**src/hw/rtl/aebc_pkg.sv**
```systemverilog
`default_nettype none

package aebc_pkg;

    localparam int NUM_BANKS_DEF = 3;

    localparam int BANK_W  = 2;
    localparam int CTRL_W  = 7;
    localparam int VAL_W   = 7;
    localparam int CHAN_W  = 5;
    localparam int LONG_W  = 12;
    localparam int SHORT_W = 7;
    localparam int ACCEL_W = 6;
    localparam int DEB_W   = 16;
    localparam int CTRLS_W = 21;
    localparam int TIME_W  = 32;
    localparam int STEP_W  = 4;
    localparam int POS_W   = 16;

    localparam int IN_DATA_W  = 40;
    localparam int OUT_DATA_W = 24;
    localparam int CFG_IDX_W  = 3;
    localparam int CFG_DATA_W = 21;

    localparam int MAG_W     = 16;
    localparam int NUM_W     = 18;
    localparam int PROD_W    = 33;
    localparam int DIV_CNT_W = 6;
    localparam int SUM_W     = 35;

    localparam logic [LONG_W-1:0]  LONG_RST  = LONG_W'(200);
    localparam logic [SHORT_W-1:0] SHORT_RST = SHORT_W'(5);
    localparam logic [ACCEL_W-1:0] ACCEL_RST = ACCEL_W'(10);
    localparam logic [DEB_W-1:0]   DEB_RST   = DEB_W'(200);
    localparam logic [CHAN_W-1:0]  CHAN_RST  = CHAN_W'(1);
    localparam logic [CTRLS_W-1:0] CTRLS_RST = CTRLS_W'(49409);

    localparam logic [VAL_W-1:0] VAL_MAX = VAL_W'(127);

    localparam logic [CFG_IDX_W-1:0] REG_LONG  = CFG_IDX_W'(0);
    localparam logic [CFG_IDX_W-1:0] REG_SHORT = CFG_IDX_W'(1);
    localparam logic [CFG_IDX_W-1:0] REG_ACCEL = CFG_IDX_W'(2);
    localparam logic [CFG_IDX_W-1:0] REG_DEB   = CFG_IDX_W'(3);
    localparam logic [CFG_IDX_W-1:0] REG_CHAN  = CFG_IDX_W'(4);
    localparam logic [CFG_IDX_W-1:0] REG_CTRLS = CFG_IDX_W'(5);

    typedef struct packed {
        logic [LONG_W-1:0]  long_ms;
        logic [SHORT_W-1:0] short_ms;
        logic [ACCEL_W-1:0] accel;
        logic [DEB_W-1:0]   deb;
        logic [CHAN_W-1:0]  chan;
        logic [CTRLS_W-1:0] ctrls;
    } t_cfg;

    typedef enum logic [3:0] {
        OP_NOP,
        OP_LOAD,
        OP_POS,
        OP_SETUP,
        OP_NUMER,
        OP_MUL,
        OP_DIV,
        OP_ACC,
        OP_UNIT,
        OP_PLAIN,
        OP_EMIT
    } t_op;

    typedef enum logic [2:0] {
        C_NEVER,
        C_ALWAYS,
        C_NO_INPUT,
        C_SAME,
        C_SLOW,
        C_FLAT,
        C_DIV_MORE,
        C_OUT_BUSY
    } t_cond;

    localparam int PC_W = 4;

    localparam logic [PC_W-1:0] PC_WAIT   = PC_W'(0);
    localparam logic [PC_W-1:0] PC_POS    = PC_W'(1);
    localparam logic [PC_W-1:0] PC_T_SAME = PC_W'(2);
    localparam logic [PC_W-1:0] PC_T_SLOW = PC_W'(3);
    localparam logic [PC_W-1:0] PC_T_FLAT = PC_W'(4);
    localparam logic [PC_W-1:0] PC_SETUP  = PC_W'(5);
    localparam logic [PC_W-1:0] PC_NUMER  = PC_W'(6);
    localparam logic [PC_W-1:0] PC_MUL    = PC_W'(7);
    localparam logic [PC_W-1:0] PC_DIV    = PC_W'(8);
    localparam logic [PC_W-1:0] PC_ACC    = PC_W'(9);
    localparam logic [PC_W-1:0] PC_UNIT   = PC_W'(10);
    localparam logic [PC_W-1:0] PC_PLAIN  = PC_W'(11);
    localparam logic [PC_W-1:0] PC_EMIT   = PC_W'(12);

    typedef struct packed {
        t_op             op;
        t_cond           wait_c;
        t_cond           br_c;
        logic [PC_W-1:0] target;
    } t_uword;

    typedef struct packed {
        logic same;
        logic slow;
        logic flat;
        logic div_more;
        logic out_busy;
    } t_flags;

    typedef struct packed {
        t_op  op;
        logic fire;
    } t_uop;

    function automatic t_uword ucode(input logic [PC_W-1:0] pc);
        t_uword w;
        w = '{op: OP_NOP, wait_c: C_NEVER, br_c: C_ALWAYS, target: PC_WAIT};
        case (pc)
            PC_WAIT:   w = '{op: OP_LOAD,  wait_c: C_NO_INPUT, br_c: C_NEVER,    target: PC_WAIT};
            PC_POS:    w = '{op: OP_POS,   wait_c: C_NEVER,    br_c: C_NEVER,    target: PC_WAIT};
            PC_T_SAME: w = '{op: OP_NOP,   wait_c: C_NEVER,    br_c: C_SAME,     target: PC_WAIT};
            PC_T_SLOW: w = '{op: OP_NOP,   wait_c: C_NEVER,    br_c: C_SLOW,     target: PC_PLAIN};
            PC_T_FLAT: w = '{op: OP_NOP,   wait_c: C_NEVER,    br_c: C_FLAT,     target: PC_UNIT};
            PC_SETUP:  w = '{op: OP_SETUP, wait_c: C_NEVER,    br_c: C_NEVER,    target: PC_WAIT};
            PC_NUMER:  w = '{op: OP_NUMER, wait_c: C_NEVER,    br_c: C_NEVER,    target: PC_WAIT};
            PC_MUL:    w = '{op: OP_MUL,   wait_c: C_NEVER,    br_c: C_NEVER,    target: PC_WAIT};
            PC_DIV:    w = '{op: OP_DIV,   wait_c: C_NEVER,    br_c: C_DIV_MORE, target: PC_DIV};
            PC_ACC:    w = '{op: OP_ACC,   wait_c: C_NEVER,    br_c: C_ALWAYS,   target: PC_EMIT};
            PC_UNIT:   w = '{op: OP_UNIT,  wait_c: C_NEVER,    br_c: C_ALWAYS,   target: PC_EMIT};
            PC_PLAIN:  w = '{op: OP_PLAIN, wait_c: C_NEVER,    br_c: C_NEVER,    target: PC_WAIT};
            PC_EMIT:   w = '{op: OP_EMIT,  wait_c: C_OUT_BUSY, br_c: C_ALWAYS,   target: PC_WAIT};
            default:   w = '{op: OP_NOP,   wait_c: C_NEVER,    br_c: C_ALWAYS,   target: PC_WAIT};
        endcase
        return w;
    endfunction

endpackage

`default_nettype wire

```
**src/hw/rtl/aebc_sequencer.sv**
```systemverilog
`default_nettype none

module aebc_sequencer (
    input  wire logic            i_clk,
    input  wire logic            i_rst_n,
    input  wire logic            i_in_valid,
    input  aebc_pkg::t_flags     i_flags,
    output aebc_pkg::t_uop       o_uop,
    output logic                 o_in_ready
);

    logic [aebc_pkg::PC_W-1:0] r_pc;
    logic [aebc_pkg::PC_W-1:0] n_pc;
    aebc_pkg::t_uword          w_word;
    logic                      w_hold;
    logic                      w_branch;

    function automatic logic cond_true(input aebc_pkg::t_cond c, input logic in_valid,
                                       input aebc_pkg::t_flags f);
        logic v;
        v = 1'b0;
        case (c)
            aebc_pkg::C_NEVER:    v = 1'b0;
            aebc_pkg::C_ALWAYS:   v = 1'b1;
            aebc_pkg::C_NO_INPUT: v = !in_valid;
            aebc_pkg::C_SAME:     v = f.same;
            aebc_pkg::C_SLOW:     v = f.slow;
            aebc_pkg::C_FLAT:     v = f.flat;
            aebc_pkg::C_DIV_MORE: v = f.div_more;
            aebc_pkg::C_OUT_BUSY: v = f.out_busy;
            default:              v = 1'b0;
        endcase
        return v;
    endfunction

    always_comb begin
        w_word   = aebc_pkg::ucode(r_pc);
        w_hold   = cond_true(w_word.wait_c, i_in_valid, i_flags);
        w_branch = cond_true(w_word.br_c, i_in_valid, i_flags);
        if (w_hold) begin
            n_pc = r_pc;
        end else if (w_branch) begin
            n_pc = w_word.target;
        end else begin
            n_pc = r_pc + 1'b1;
        end
        o_uop.op   = w_word.op;
        o_uop.fire = !w_hold;
    end

    assign o_in_ready = i_rst_n && (r_pc == aebc_pkg::PC_WAIT);

    always_ff @(posedge i_clk) begin
        if (!i_rst_n) begin
            r_pc <= aebc_pkg::PC_WAIT;
        end else begin
            r_pc <= n_pc;
        end
    end

endmodule

`default_nettype wire

```
**src/hw/rtl/aebc_datapath.sv**
```systemverilog
`default_nettype none

module aebc_datapath #(
    parameter int NUM_BANKS = aebc_pkg::NUM_BANKS_DEF
) (
    input  wire logic                            i_clk,
    input  wire logic                            i_rst_n,
    input  aebc_pkg::t_cfg                       i_cfg,
    input  aebc_pkg::t_uop                       i_uop,
    input  wire logic [aebc_pkg::TIME_W-1:0]     i_now,
    input  wire logic [aebc_pkg::STEP_W-1:0]     i_steps,
    input  wire logic                            i_level,
    input  wire logic                            i_out_ready,
    output aebc_pkg::t_flags                     o_flags,
    output logic                                 o_out_valid,
    output logic [aebc_pkg::OUT_DATA_W-1:0]      o_out_data
);

    localparam int TW = aebc_pkg::TIME_W;
    localparam int PW = aebc_pkg::POS_W;
    localparam int BW = aebc_pkg::BANK_W;
    localparam int VW = aebc_pkg::VAL_W;
    localparam int LW = aebc_pkg::LONG_W;
    localparam int SW = aebc_pkg::SHORT_W;
    localparam int QW = aebc_pkg::PROD_W;
    localparam int XW = aebc_pkg::SUM_W;

    // Input item and per-item working registers.
    logic [TW-1:0]                    r_now;
    logic [aebc_pkg::STEP_W-1:0]      r_steps;
    logic                             r_level;
    logic [PW-1:0]                    r_cand;
    logic [TW-1:0]                    r_dt;
    logic [LW-1:0]                    r_ldt;
    logic [LW-1:0]                    r_den;
    logic [aebc_pkg::NUM_W-1:0]       r_num;
    logic [QW-1:0]                    r_quo;
    logic [LW-1:0]                    r_rem;
    logic [aebc_pkg::DIV_CNT_W-1:0]   r_cnt;

    // Block state.
    logic [PW-1:0] r_pos;
    logic [VW-1:0] r_last_sent;
    logic [TW-1:0] r_last_move;
    logic          r_last_button;
    logic [TW-1:0] r_press_time;
    logic [BW-1:0] r_bank;
    logic [VW-1:0] r_store [NUM_BANKS];

    logic                             r_out_valid;
    logic [aebc_pkg::CTRL_W-1:0]      r_out_ctrl;
    logic [VW-1:0]                    r_out_val;
    logic [aebc_pkg::CHAN_W-1:0]      r_out_chan;
    logic [BW-1:0]                    r_out_bank;

    logic [PW:0]                      w_pos_sum;
    logic [PW-1:0]                    w_pos_sat;
    logic [TW-1:0]                    w_gap;
    logic                             w_press;
    logic [BW-1:0]                    w_next_bank;
    logic [PW:0]                      w_diff;
    logic                             w_neg;
    logic [PW:0]                      w_diff_abs;
    logic [aebc_pkg::MAG_W-1:0]       w_mag;
    logic [LW-1:0]                    w_dte;
    logic [aebc_pkg::SHORT_W:0]       w_accm1;
    logic [19:0]                      w_nprod;
    logic [20:0]                      w_nsum;
    logic [aebc_pkg::MAG_W+aebc_pkg::NUM_W-1:0] w_mprod;
    logic [LW:0]                      w_trial;
    logic                             w_ge;
    logic [XW-1:0]                    w_qext;
    logic [XW-1:0]                    w_acc_sum;
    logic [XW-1:0]                    w_unit_sum;
    logic [VW-1:0]                    w_acc_clamp;
    logic [VW-1:0]                    w_unit_clamp;
    logic [VW-1:0]                    w_plain_clamp;
    logic                             w_do;

    function automatic logic [VW-1:0] clamp_val(input logic [XW-1:0] v);
        logic [VW-1:0] c;
        if (v[XW-1]) begin
            c = '0;
        end else if (|v[XW-2:VW]) begin
            c = aebc_pkg::VAL_MAX;
        end else begin
            c = v[VW-1:0];
        end
        return c;
    endfunction

    always_comb begin
        w_do = i_uop.fire;

        w_pos_sum = {r_pos[PW-1], r_pos} + {{(PW+1-aebc_pkg::STEP_W){r_steps[3]}}, r_steps};
        if (w_pos_sum[PW] != w_pos_sum[PW-1]) begin
            w_pos_sat = w_pos_sum[PW] ? {1'b1, {(PW-1){1'b0}}} : {1'b0, {(PW-1){1'b1}}};
        end else begin
            w_pos_sat = w_pos_sum[PW-1:0];
        end

        w_gap   = r_now - r_press_time;
        w_press = !r_level && r_last_button
                  && (w_gap > {{(TW-aebc_pkg::DEB_W){1'b0}}, i_cfg.deb});
        w_next_bank = (r_bank == BW'(NUM_BANKS - 1)) ? '0 : r_bank + 1'b1;

        w_diff     = {r_cand[PW-1], r_cand} - {{(PW+1-VW){1'b0}}, r_last_sent};
        w_neg      = w_diff[PW];
        w_diff_abs = w_neg ? (~w_diff + 1'b1) : w_diff;
        w_mag      = w_diff_abs[aebc_pkg::MAG_W-1:0];

        w_dte = (r_dt < {{(TW-SW){1'b0}}, i_cfg.short_ms})
                ? {{(LW-SW){1'b0}}, i_cfg.short_ms} : r_dt[LW-1:0];

        w_accm1 = {1'b0, i_cfg.accel} - 1'b1;
        w_nprod = $signed(w_accm1) * $signed({1'b0, r_ldt});
        w_nsum  = {w_nprod[19], w_nprod} + {{(21-LW){1'b0}}, r_den};

        w_mprod = w_mag * r_num;

        w_trial = {r_rem, r_quo[QW-1]};
        w_ge    = (w_trial >= {1'b0, r_den});

        w_qext     = {{(XW-QW){1'b0}}, r_quo};
        w_acc_sum  = {{(XW-PW){r_cand[PW-1]}}, r_cand}
                     + (w_neg ? (~w_qext + 1'b1) : w_qext);
        w_unit_sum = {{(XW-PW){r_cand[PW-1]}}, r_cand} + {{(XW-PW-1){w_diff[PW]}}, w_diff};
        w_acc_clamp   = clamp_val(w_acc_sum);
        w_unit_clamp  = clamp_val(w_unit_sum);
        w_plain_clamp = clamp_val({{(XW-PW){r_cand[PW-1]}}, r_cand});

        o_flags.same     = (r_cand == {{(PW-VW){1'b0}}, r_last_sent});
        o_flags.slow     = (r_dt >= {{(TW-LW){1'b0}}, i_cfg.long_ms});
        o_flags.flat     = (i_cfg.long_ms <= {{(LW-SW){1'b0}}, i_cfg.short_ms});
        o_flags.div_more = (r_cnt != aebc_pkg::DIV_CNT_W'(QW - 1));
        o_flags.out_busy = r_out_valid && !i_out_ready;
    end

    always_ff @(posedge i_clk) begin
        if (w_do) begin
            case (i_uop.op)
                aebc_pkg::OP_LOAD: begin
                    r_now   <= i_now;
                    r_steps <= i_steps;
                    r_level <= i_level;
                end
                aebc_pkg::OP_POS: begin
                    r_cand <= w_pos_sat;
                    r_dt   <= r_now - r_last_move;
                end
                aebc_pkg::OP_SETUP: begin
                    r_ldt <= i_cfg.long_ms - w_dte;
                    r_den <= i_cfg.long_ms - {{(LW-SW){1'b0}}, i_cfg.short_ms};
                end
                aebc_pkg::OP_NUMER: begin
                    r_num <= w_nsum[aebc_pkg::NUM_W-1:0];
                end
                aebc_pkg::OP_MUL: begin
                    r_quo <= w_mprod[QW-1:0];
                    r_rem <= '0;
                    r_cnt <= '0;
                end
                aebc_pkg::OP_DIV: begin
                    r_rem <= w_ge ? (w_trial[LW-1:0] - r_den) : w_trial[LW-1:0];
                    r_quo <= {r_quo[QW-2:0], w_ge};
                    r_cnt <= r_cnt + 1'b1;
                end
                aebc_pkg::OP_ACC: begin
                    r_cand <= {{(PW-VW){1'b0}}, w_acc_clamp};
                end
                aebc_pkg::OP_UNIT: begin
                    r_cand <= {{(PW-VW){1'b0}}, w_unit_clamp};
                end
                aebc_pkg::OP_PLAIN: begin
                    r_cand <= {{(PW-VW){1'b0}}, w_plain_clamp};
                end
                default: begin
                end
            endcase
        end
        if (w_do && i_uop.op == aebc_pkg::OP_EMIT) begin
            r_out_ctrl <= i_cfg.ctrls[r_bank*aebc_pkg::CTRL_W +: aebc_pkg::CTRL_W];
            r_out_val  <= r_cand[VW-1:0];
            r_out_chan <= i_cfg.chan;
            r_out_bank <= r_bank;
        end
    end

    always_ff @(posedge i_clk) begin
        if (!i_rst_n) begin
            r_pos         <= '0;
            r_last_sent   <= '0;
            r_last_move   <= '0;
            r_last_button <= 1'b1;
            r_press_time  <= '0;
            r_bank        <= '0;
            r_out_valid   <= 1'b0;
            for (int i = 0; i < NUM_BANKS; i++) begin
                r_store[i] <= '0;
            end
        end else begin
            if (w_do) begin
                case (i_uop.op)
                    aebc_pkg::OP_POS: begin
                        r_last_button <= r_level;
                        if (w_press) begin
                            r_bank       <= w_next_bank;
                            r_pos        <= {{(PW-VW){1'b0}}, r_store[w_next_bank]};
                            r_press_time <= r_now;
                        end else begin
                            r_pos <= w_pos_sat;
                        end
                    end
                    aebc_pkg::OP_ACC: begin
                        r_pos <= {{(PW-VW){1'b0}}, w_acc_clamp};
                    end
                    aebc_pkg::OP_UNIT: begin
                        r_pos <= {{(PW-VW){1'b0}}, w_unit_clamp};
                    end
                    aebc_pkg::OP_EMIT: begin
                        r_store[r_bank] <= r_cand[VW-1:0];
                        r_last_sent     <= r_cand[VW-1:0];
                        r_last_move     <= r_now;
                    end
                    default: begin
                    end
                endcase
            end
            if (w_do && i_uop.op == aebc_pkg::OP_EMIT) begin
                r_out_valid <= 1'b1;
            end else if (i_out_ready) begin
                r_out_valid <= 1'b0;
            end
        end
    end

    assign o_out_valid = r_out_valid;
    assign o_out_data  = {{(aebc_pkg::OUT_DATA_W - aebc_pkg::CTRL_W - VW
                            - aebc_pkg::CHAN_W - BW){1'b0}},
                          r_out_bank, r_out_chan, r_out_val, r_out_ctrl};

endmodule

`default_nettype wire

```
**src/hw/rtl/accelerated_encoder_bank_controller.sv**
```systemverilog
// Encoder bank controller with speed acceleration.
// Poll items arrive on the slave stream; each one may give one control-change
// item on the master stream. Registers are written through a plain write port
// (enable, index, data); the user is to write them only while the block is
// idle, which the block does not enforce. An item matching the last value
// sent ends after the compare step with no result. An accelerated item also
// runs setup, numerator, multiply, divide and accumulate steps before emit:
// a microcoded sequencer steps one shared datapath, and the restoring divider
// by the cutoff span takes one quotient bit per cycle over 33 bits. The block
// takes one poll at a time; it is ready again once the previous result sits
// in the output register, so a poll may be taken while a result still waits.
// If the receiver stalls, the result is held unchanged and the next result
// waits in the sequencer until the output register frees.
// Reset is synchronous and active low: it loads the register defaults, clears
// the position, bank and stored bank values, and marks the button released.
`default_nettype none

module accelerated_encoder_bank_controller #(
    parameter int NUM_BANKS = aebc_pkg::NUM_BANKS_DEF
) (
    input  wire logic                               i_clk,
    input  wire logic                               i_rst_n,
    input  wire logic                               i_s_axis_tvalid,
    output logic                                    o_s_axis_tready,
    // now_ms [31:0], encoder_steps [35:32], button_level [36], zero [39:37]
    input  wire logic [aebc_pkg::IN_DATA_W-1:0]     i_s_axis_tdata,
    output logic                                    o_m_axis_tvalid,
    input  wire logic                               i_m_axis_tready,
    // controller [6:0], cc_value [13:7], channel [18:14], bank [20:19], zero [23:21]
    output logic [aebc_pkg::OUT_DATA_W-1:0]         o_m_axis_tdata,
    input  wire logic                               i_cfg_we,
    input  wire logic [aebc_pkg::CFG_IDX_W-1:0]     i_cfg_idx,
    input  wire logic [aebc_pkg::CFG_DATA_W-1:0]    i_cfg_wdata
);

    aebc_pkg::t_cfg   r_cfg;
    aebc_pkg::t_flags w_flags;
    aebc_pkg::t_uop   w_uop;

    always_ff @(posedge i_clk) begin
        if (!i_rst_n) begin
            r_cfg.long_ms  <= aebc_pkg::LONG_RST;
            r_cfg.short_ms <= aebc_pkg::SHORT_RST;
            r_cfg.accel    <= aebc_pkg::ACCEL_RST;
            r_cfg.deb      <= aebc_pkg::DEB_RST;
            r_cfg.chan     <= aebc_pkg::CHAN_RST;
            r_cfg.ctrls    <= aebc_pkg::CTRLS_RST;
        end else if (i_cfg_we) begin
            case (i_cfg_idx)
                aebc_pkg::REG_LONG:  r_cfg.long_ms  <= i_cfg_wdata[aebc_pkg::LONG_W-1:0];
                aebc_pkg::REG_SHORT: r_cfg.short_ms <= i_cfg_wdata[aebc_pkg::SHORT_W-1:0];
                aebc_pkg::REG_ACCEL: r_cfg.accel    <= i_cfg_wdata[aebc_pkg::ACCEL_W-1:0];
                aebc_pkg::REG_DEB:   r_cfg.deb      <= i_cfg_wdata[aebc_pkg::DEB_W-1:0];
                aebc_pkg::REG_CHAN:  r_cfg.chan     <= i_cfg_wdata[aebc_pkg::CHAN_W-1:0];
                aebc_pkg::REG_CTRLS: r_cfg.ctrls    <= i_cfg_wdata[aebc_pkg::CTRLS_W-1:0];
                default: begin
                end
            endcase
        end
    end

    aebc_sequencer u_seq (
        .i_clk      (i_clk),
        .i_rst_n    (i_rst_n),
        .i_in_valid (i_s_axis_tvalid),
        .i_flags    (w_flags),
        .o_uop      (w_uop),
        .o_in_ready (o_s_axis_tready)
    );

    aebc_datapath #(
        .NUM_BANKS (NUM_BANKS)
    ) u_dp (
        .i_clk       (i_clk),
        .i_rst_n     (i_rst_n),
        .i_cfg       (r_cfg),
        .i_uop       (w_uop),
        .i_now       (i_s_axis_tdata[31:0]),
        .i_steps     (i_s_axis_tdata[35:32]),
        .i_level     (i_s_axis_tdata[36]),
        .i_out_ready (i_m_axis_tready),
        .o_flags     (w_flags),
        .o_out_valid (o_m_axis_tvalid),
        .o_out_data  (o_m_axis_tdata)
    );

endmodule

`default_nettype wire
```
**config.mk**
```make
export PLATFORM = sky130hd
export DESIGN_NAME = accelerated_encoder_bank_controller
export DESIGN_NICKNAME = d
export VERILOG_FILES = /design/src/hw/rtl/aebc_pkg.sv /design/src/hw/rtl/aebc_sequencer.sv /design/src/hw/rtl/aebc_datapath.sv /design/src/hw/rtl/accelerated_encoder_bank_controller.sv
export SDC_FILE = /design/constraint.sdc
export NUM_CORES = 2
export LEC_CHECK = 0
export ABC_AREA = 0
export BUFFER_PORTS_ARGS = -buffer_cell sky130_fd_sc_hd__buf_4
export CORE_UTILIZATION = 57
export DETAILED_ROUTE_END_ITERATION = 12
export GPL_ROUTABILITY_DRIVEN = 0
export HOLD_SLACK_MARGIN = 0.15
export PLACE_DENSITY = 0.85
export SLEW_MARGIN = 20
export SYNTH_ARGS = -nofsm -noshare
export SYNTH_HDL_FRONTEND = slang
export SYNTH_SLANG_ARGS = --single-unit
```
**constraint.sdc**
```tcl
create_clock -name i_clk -period 15.29 [get_ports i_clk]
set_input_delay 3.058 -clock i_clk [delete_from_list [all_inputs] [get_ports i_clk]]
set_output_delay 3.058 -clock i_clk [all_outputs]
set_load 0.05 [all_outputs]
```
==> results.json <==
{
  "status": "finished clean",
  "setup_slack_ns": 5.30,
  "final_area_mm2": 0.0404,
  "ys_seq_elements": 395,
  "startpoint_type": "flop",
  "first_pass_iters": 5,
  "synth_top_area_cell": "edfxtp_1",
  "layout.cells.non_filler": 5161,
  "required_ns": 15.57,
  "dp_hpwl_um": 67000,
  "cts_max_level": 2,
  "grt_pass1_wl_um": 148000,
  "synthDominantCellAreaShare_pct": 17.6,
  "cts-resized-gates": 0,
  "grt_antenna_before_repair": 1,
  "hp-class": "reg2reg",
  "period_share_pct": 65.3,
  "final_cell_mix": "nand2_1 (560), inv_1 (554), ha_1 (358)",
  "slew_headroom_pct": 25.4,
  "antenna_left": 0,
  "io_pins": 95,
  "drive_gt1_share_pct": 5.83,
  "cts.path.max_buffers": 3,
  "synth_area_mm2": 0.0375,
  "arrival_ns": 10.27,
  "grt_max_degree": 100,
  "ys_types": 94,
  "first_iter_violations": 1978,
  "wl_um": 89300,
  "postCtsSetupBuffers": 0,
  "regToRegSetupSlack_ns": 5.30,
  "crit_top_cell": "fa_1",
  "crit_path_top_delay_cell": "a2111oi_0",
  "dpl_cell_area_mm2": 0.0390,
  "clk_latency_ns": 0.60,
  "antenna_cells": 0,
  "setup-violations-final": 0,
  "critical_path_class": "reg2reg",
  "max_stage_delay_ns": 0.78,
  "ys_warn_count": 0,
  "start_util_pct": 57.9,
  "worstMarginPinSlew_ns": 1.11,
  "worstSetupEndpoint": "u_dp.r_quo[32]",
  "syn_inst": 4259,
  "synth_area_per_cell_um2": 8.81,
  "final.setup.tns_ns": 0,
  "drv_slew": 0,
  "die_y_um": 259,
  "crit_fanout": 18,
  "min_period_ns": 9.99,
  "rsz0062_at_grt": "false",
  "placed_cells": 5081,
  "cp-end-kind": "flop",
  "grt_usage_pct": 26.9,
  "fmax_mhz": 100,
  "root_buffer": "clkbuf_16",
  "die_area_mm2": 0.0669,
  "cts_tree": "done",
  "wl_per_cell_um": 17.3,
  "die_w_um": 259,
  "ctsHoldBuffers": 0,
  "r2r_end": "u_dp.r_quo[32]",
  "clk_pin_slew_ns": 0.07,
  "overflow": 0,
  "cts.sinks": 395,
  "core-area_mm2": 0.0648,
  "timing.rr.start": "u_dp.r_cand[3]",
  "vias": 30200,
  "viasPerCell": 5.84,
  "async_flop_share_pct": 0,
  "maxCapViolations": 0,
  "reg2regPathDepth": 32,
  "fin_skew_ns": 0.0373,
  "num_rows": 93,
  "first_global_vias": 30300,
  "hold_viol": 0,
  "numCtsBuffers": 43,
  "post-place-ws_ns": 5.05,
  "final_common_cell": "nand2_1",
  "final_nets": 4991,
  "area_delta_synth_final_pct": 7.71,
  "remaining_drc_errors": 0,
  "crit_start": "u_dp.r_cand[3]",
  "portBuffers": 88,
  "synth_area_leaders": "edfxtp_1 (18%), fa_1 (16%), ha_1 (12%)",
  "fillers": 5112,
  "synthFlopType": "edfxtp_1",
  "yosysSeqAreaShare_pct": 26.9,
  "synth-edff-count": 220
}
final cells by class:
class / instances / area [um^2] / share of cell area, %
Sequential cell: 395 / 10100 / 25.0
Inverter: 557 / 2090 / 5.18
Tap cell: 855 / 1070 / 2.65
Timing Repair Buffer: 121 / 908 / 2.25
Multi-Input combinational cell: 3154 / 24800 / 61.4
Clock buffer: 54 / 1200 / 2.97
Clock inverter: 25 / 238 / 0.588
worst max-delay path, delay by kind of cell (launching register included):
| family | cells | cell delay [ns] |
|---|---|---|
| xor+xnor | 2 | 0.36 |
| fa+ha+maj | 9 | 4.50 |
| simple gates | 6 | 0.81 |
| flops | 1 | 0.57 |
| buf+inv | 5 | 0.55 |
| compound gates | 10 | 2.82 |
per-layer routing:
layer	global-route usage [%]	share of wire (%)	vias up
li1	-	-	14400
met1	32.6	40	14500
met2	48.1	50	977
met3	3.86	6.1	253
met4	10.5	4.1	2
met5	0	0.015	-
state kept, by name, indices dropped and copies added, names as in the netlist, 13 cells and up:
name,count
r_cfg,67
u_dp.r_store,21
u_dp.r_pos,16
u_dp.r_quo,33
u_dp.r_now,32
u_seq.w_word,13
u_dp.r_num,18
u_dp.r_press_time,32
u_dp.r_dt,32
u_dp.r_cand,16
u_dp.r_last_move,32
logic make-up (layout without fill, tap and decap cells):
logic type	Yosys count	count (layout)	share of synthesized area, %
AOI/OAI and AO/OA	823	823	13.8
xor gates and xnor gates	221	221	5.16
adders and majority gates	650	650	27.5
buffers and inverters	712	757	7.22
DFF	395	395	26.9
muxes	61	61	1.67
other	1	3	0.00999
and+or+nand+nor	1396	1396	17.7
stage by stage:
stage               utilization, %  hold slack, ns
finish                        62.4           0.431
global placement              60.1           0.410
CTS                           62.3           0.432
detailed placement            60.1           0.425
global route                  62.4           0.447
floorplan                        -           0.406
synth_stat cells (8+ instances only):
master	instances
nand2_1	560
inv_1	554
ha_1	358
fa_1	292
a21oi_1	276
nor2_1	230
edfxtp_1	220
dfxtp_1	175
o21ai_0	149
xnor2_1	144
and2_1	137
clkbuf_1	131
nand3_1	108
xor2_1	77
nor2b_1	74
a21o_1	65
nor3_1	58
o31ai_1	57
mux2i_1	52
nand2b_1	49
or3_1	34
nand4_1	30
o211ai_1	29
nor4_1	25
o21a_1	25
o21ai_1	25
a211oi_1	23
o22ai_1	23
a31oi_1	22
a21boi_0	21
and3_1	19
or2_2	18
a2111oi_0	14
o21bai_1	14
buf_1	12
or4_1	12
nor3b_1	10
a211o_1	8
nand3b_1	8
how the worst min path moves through the flow:
stage / startpoint / end / cells after the start
final: r_cfg[25] / u_dp.r_out_chan[4] / 0
after global routing: r_cfg[21] / u_dp.r_out_chan[0] / 0
after CTS: r_cfg[23] / u_dp.r_out_chan[2] / 0
after detailed placement: r_cfg[23] / u_dp.r_out_chan[2] / 0
after global placement: r_cfg[23] / u_dp.r_out_chan[2] / 0
after floorplan: u_dp.r_bank[1] / u_dp.r_out_bank[1] / 0
Power is left out: the tool's default activity adds up to more than one toggle a clock period on the data nets, which glitch-free logic cannot reach.
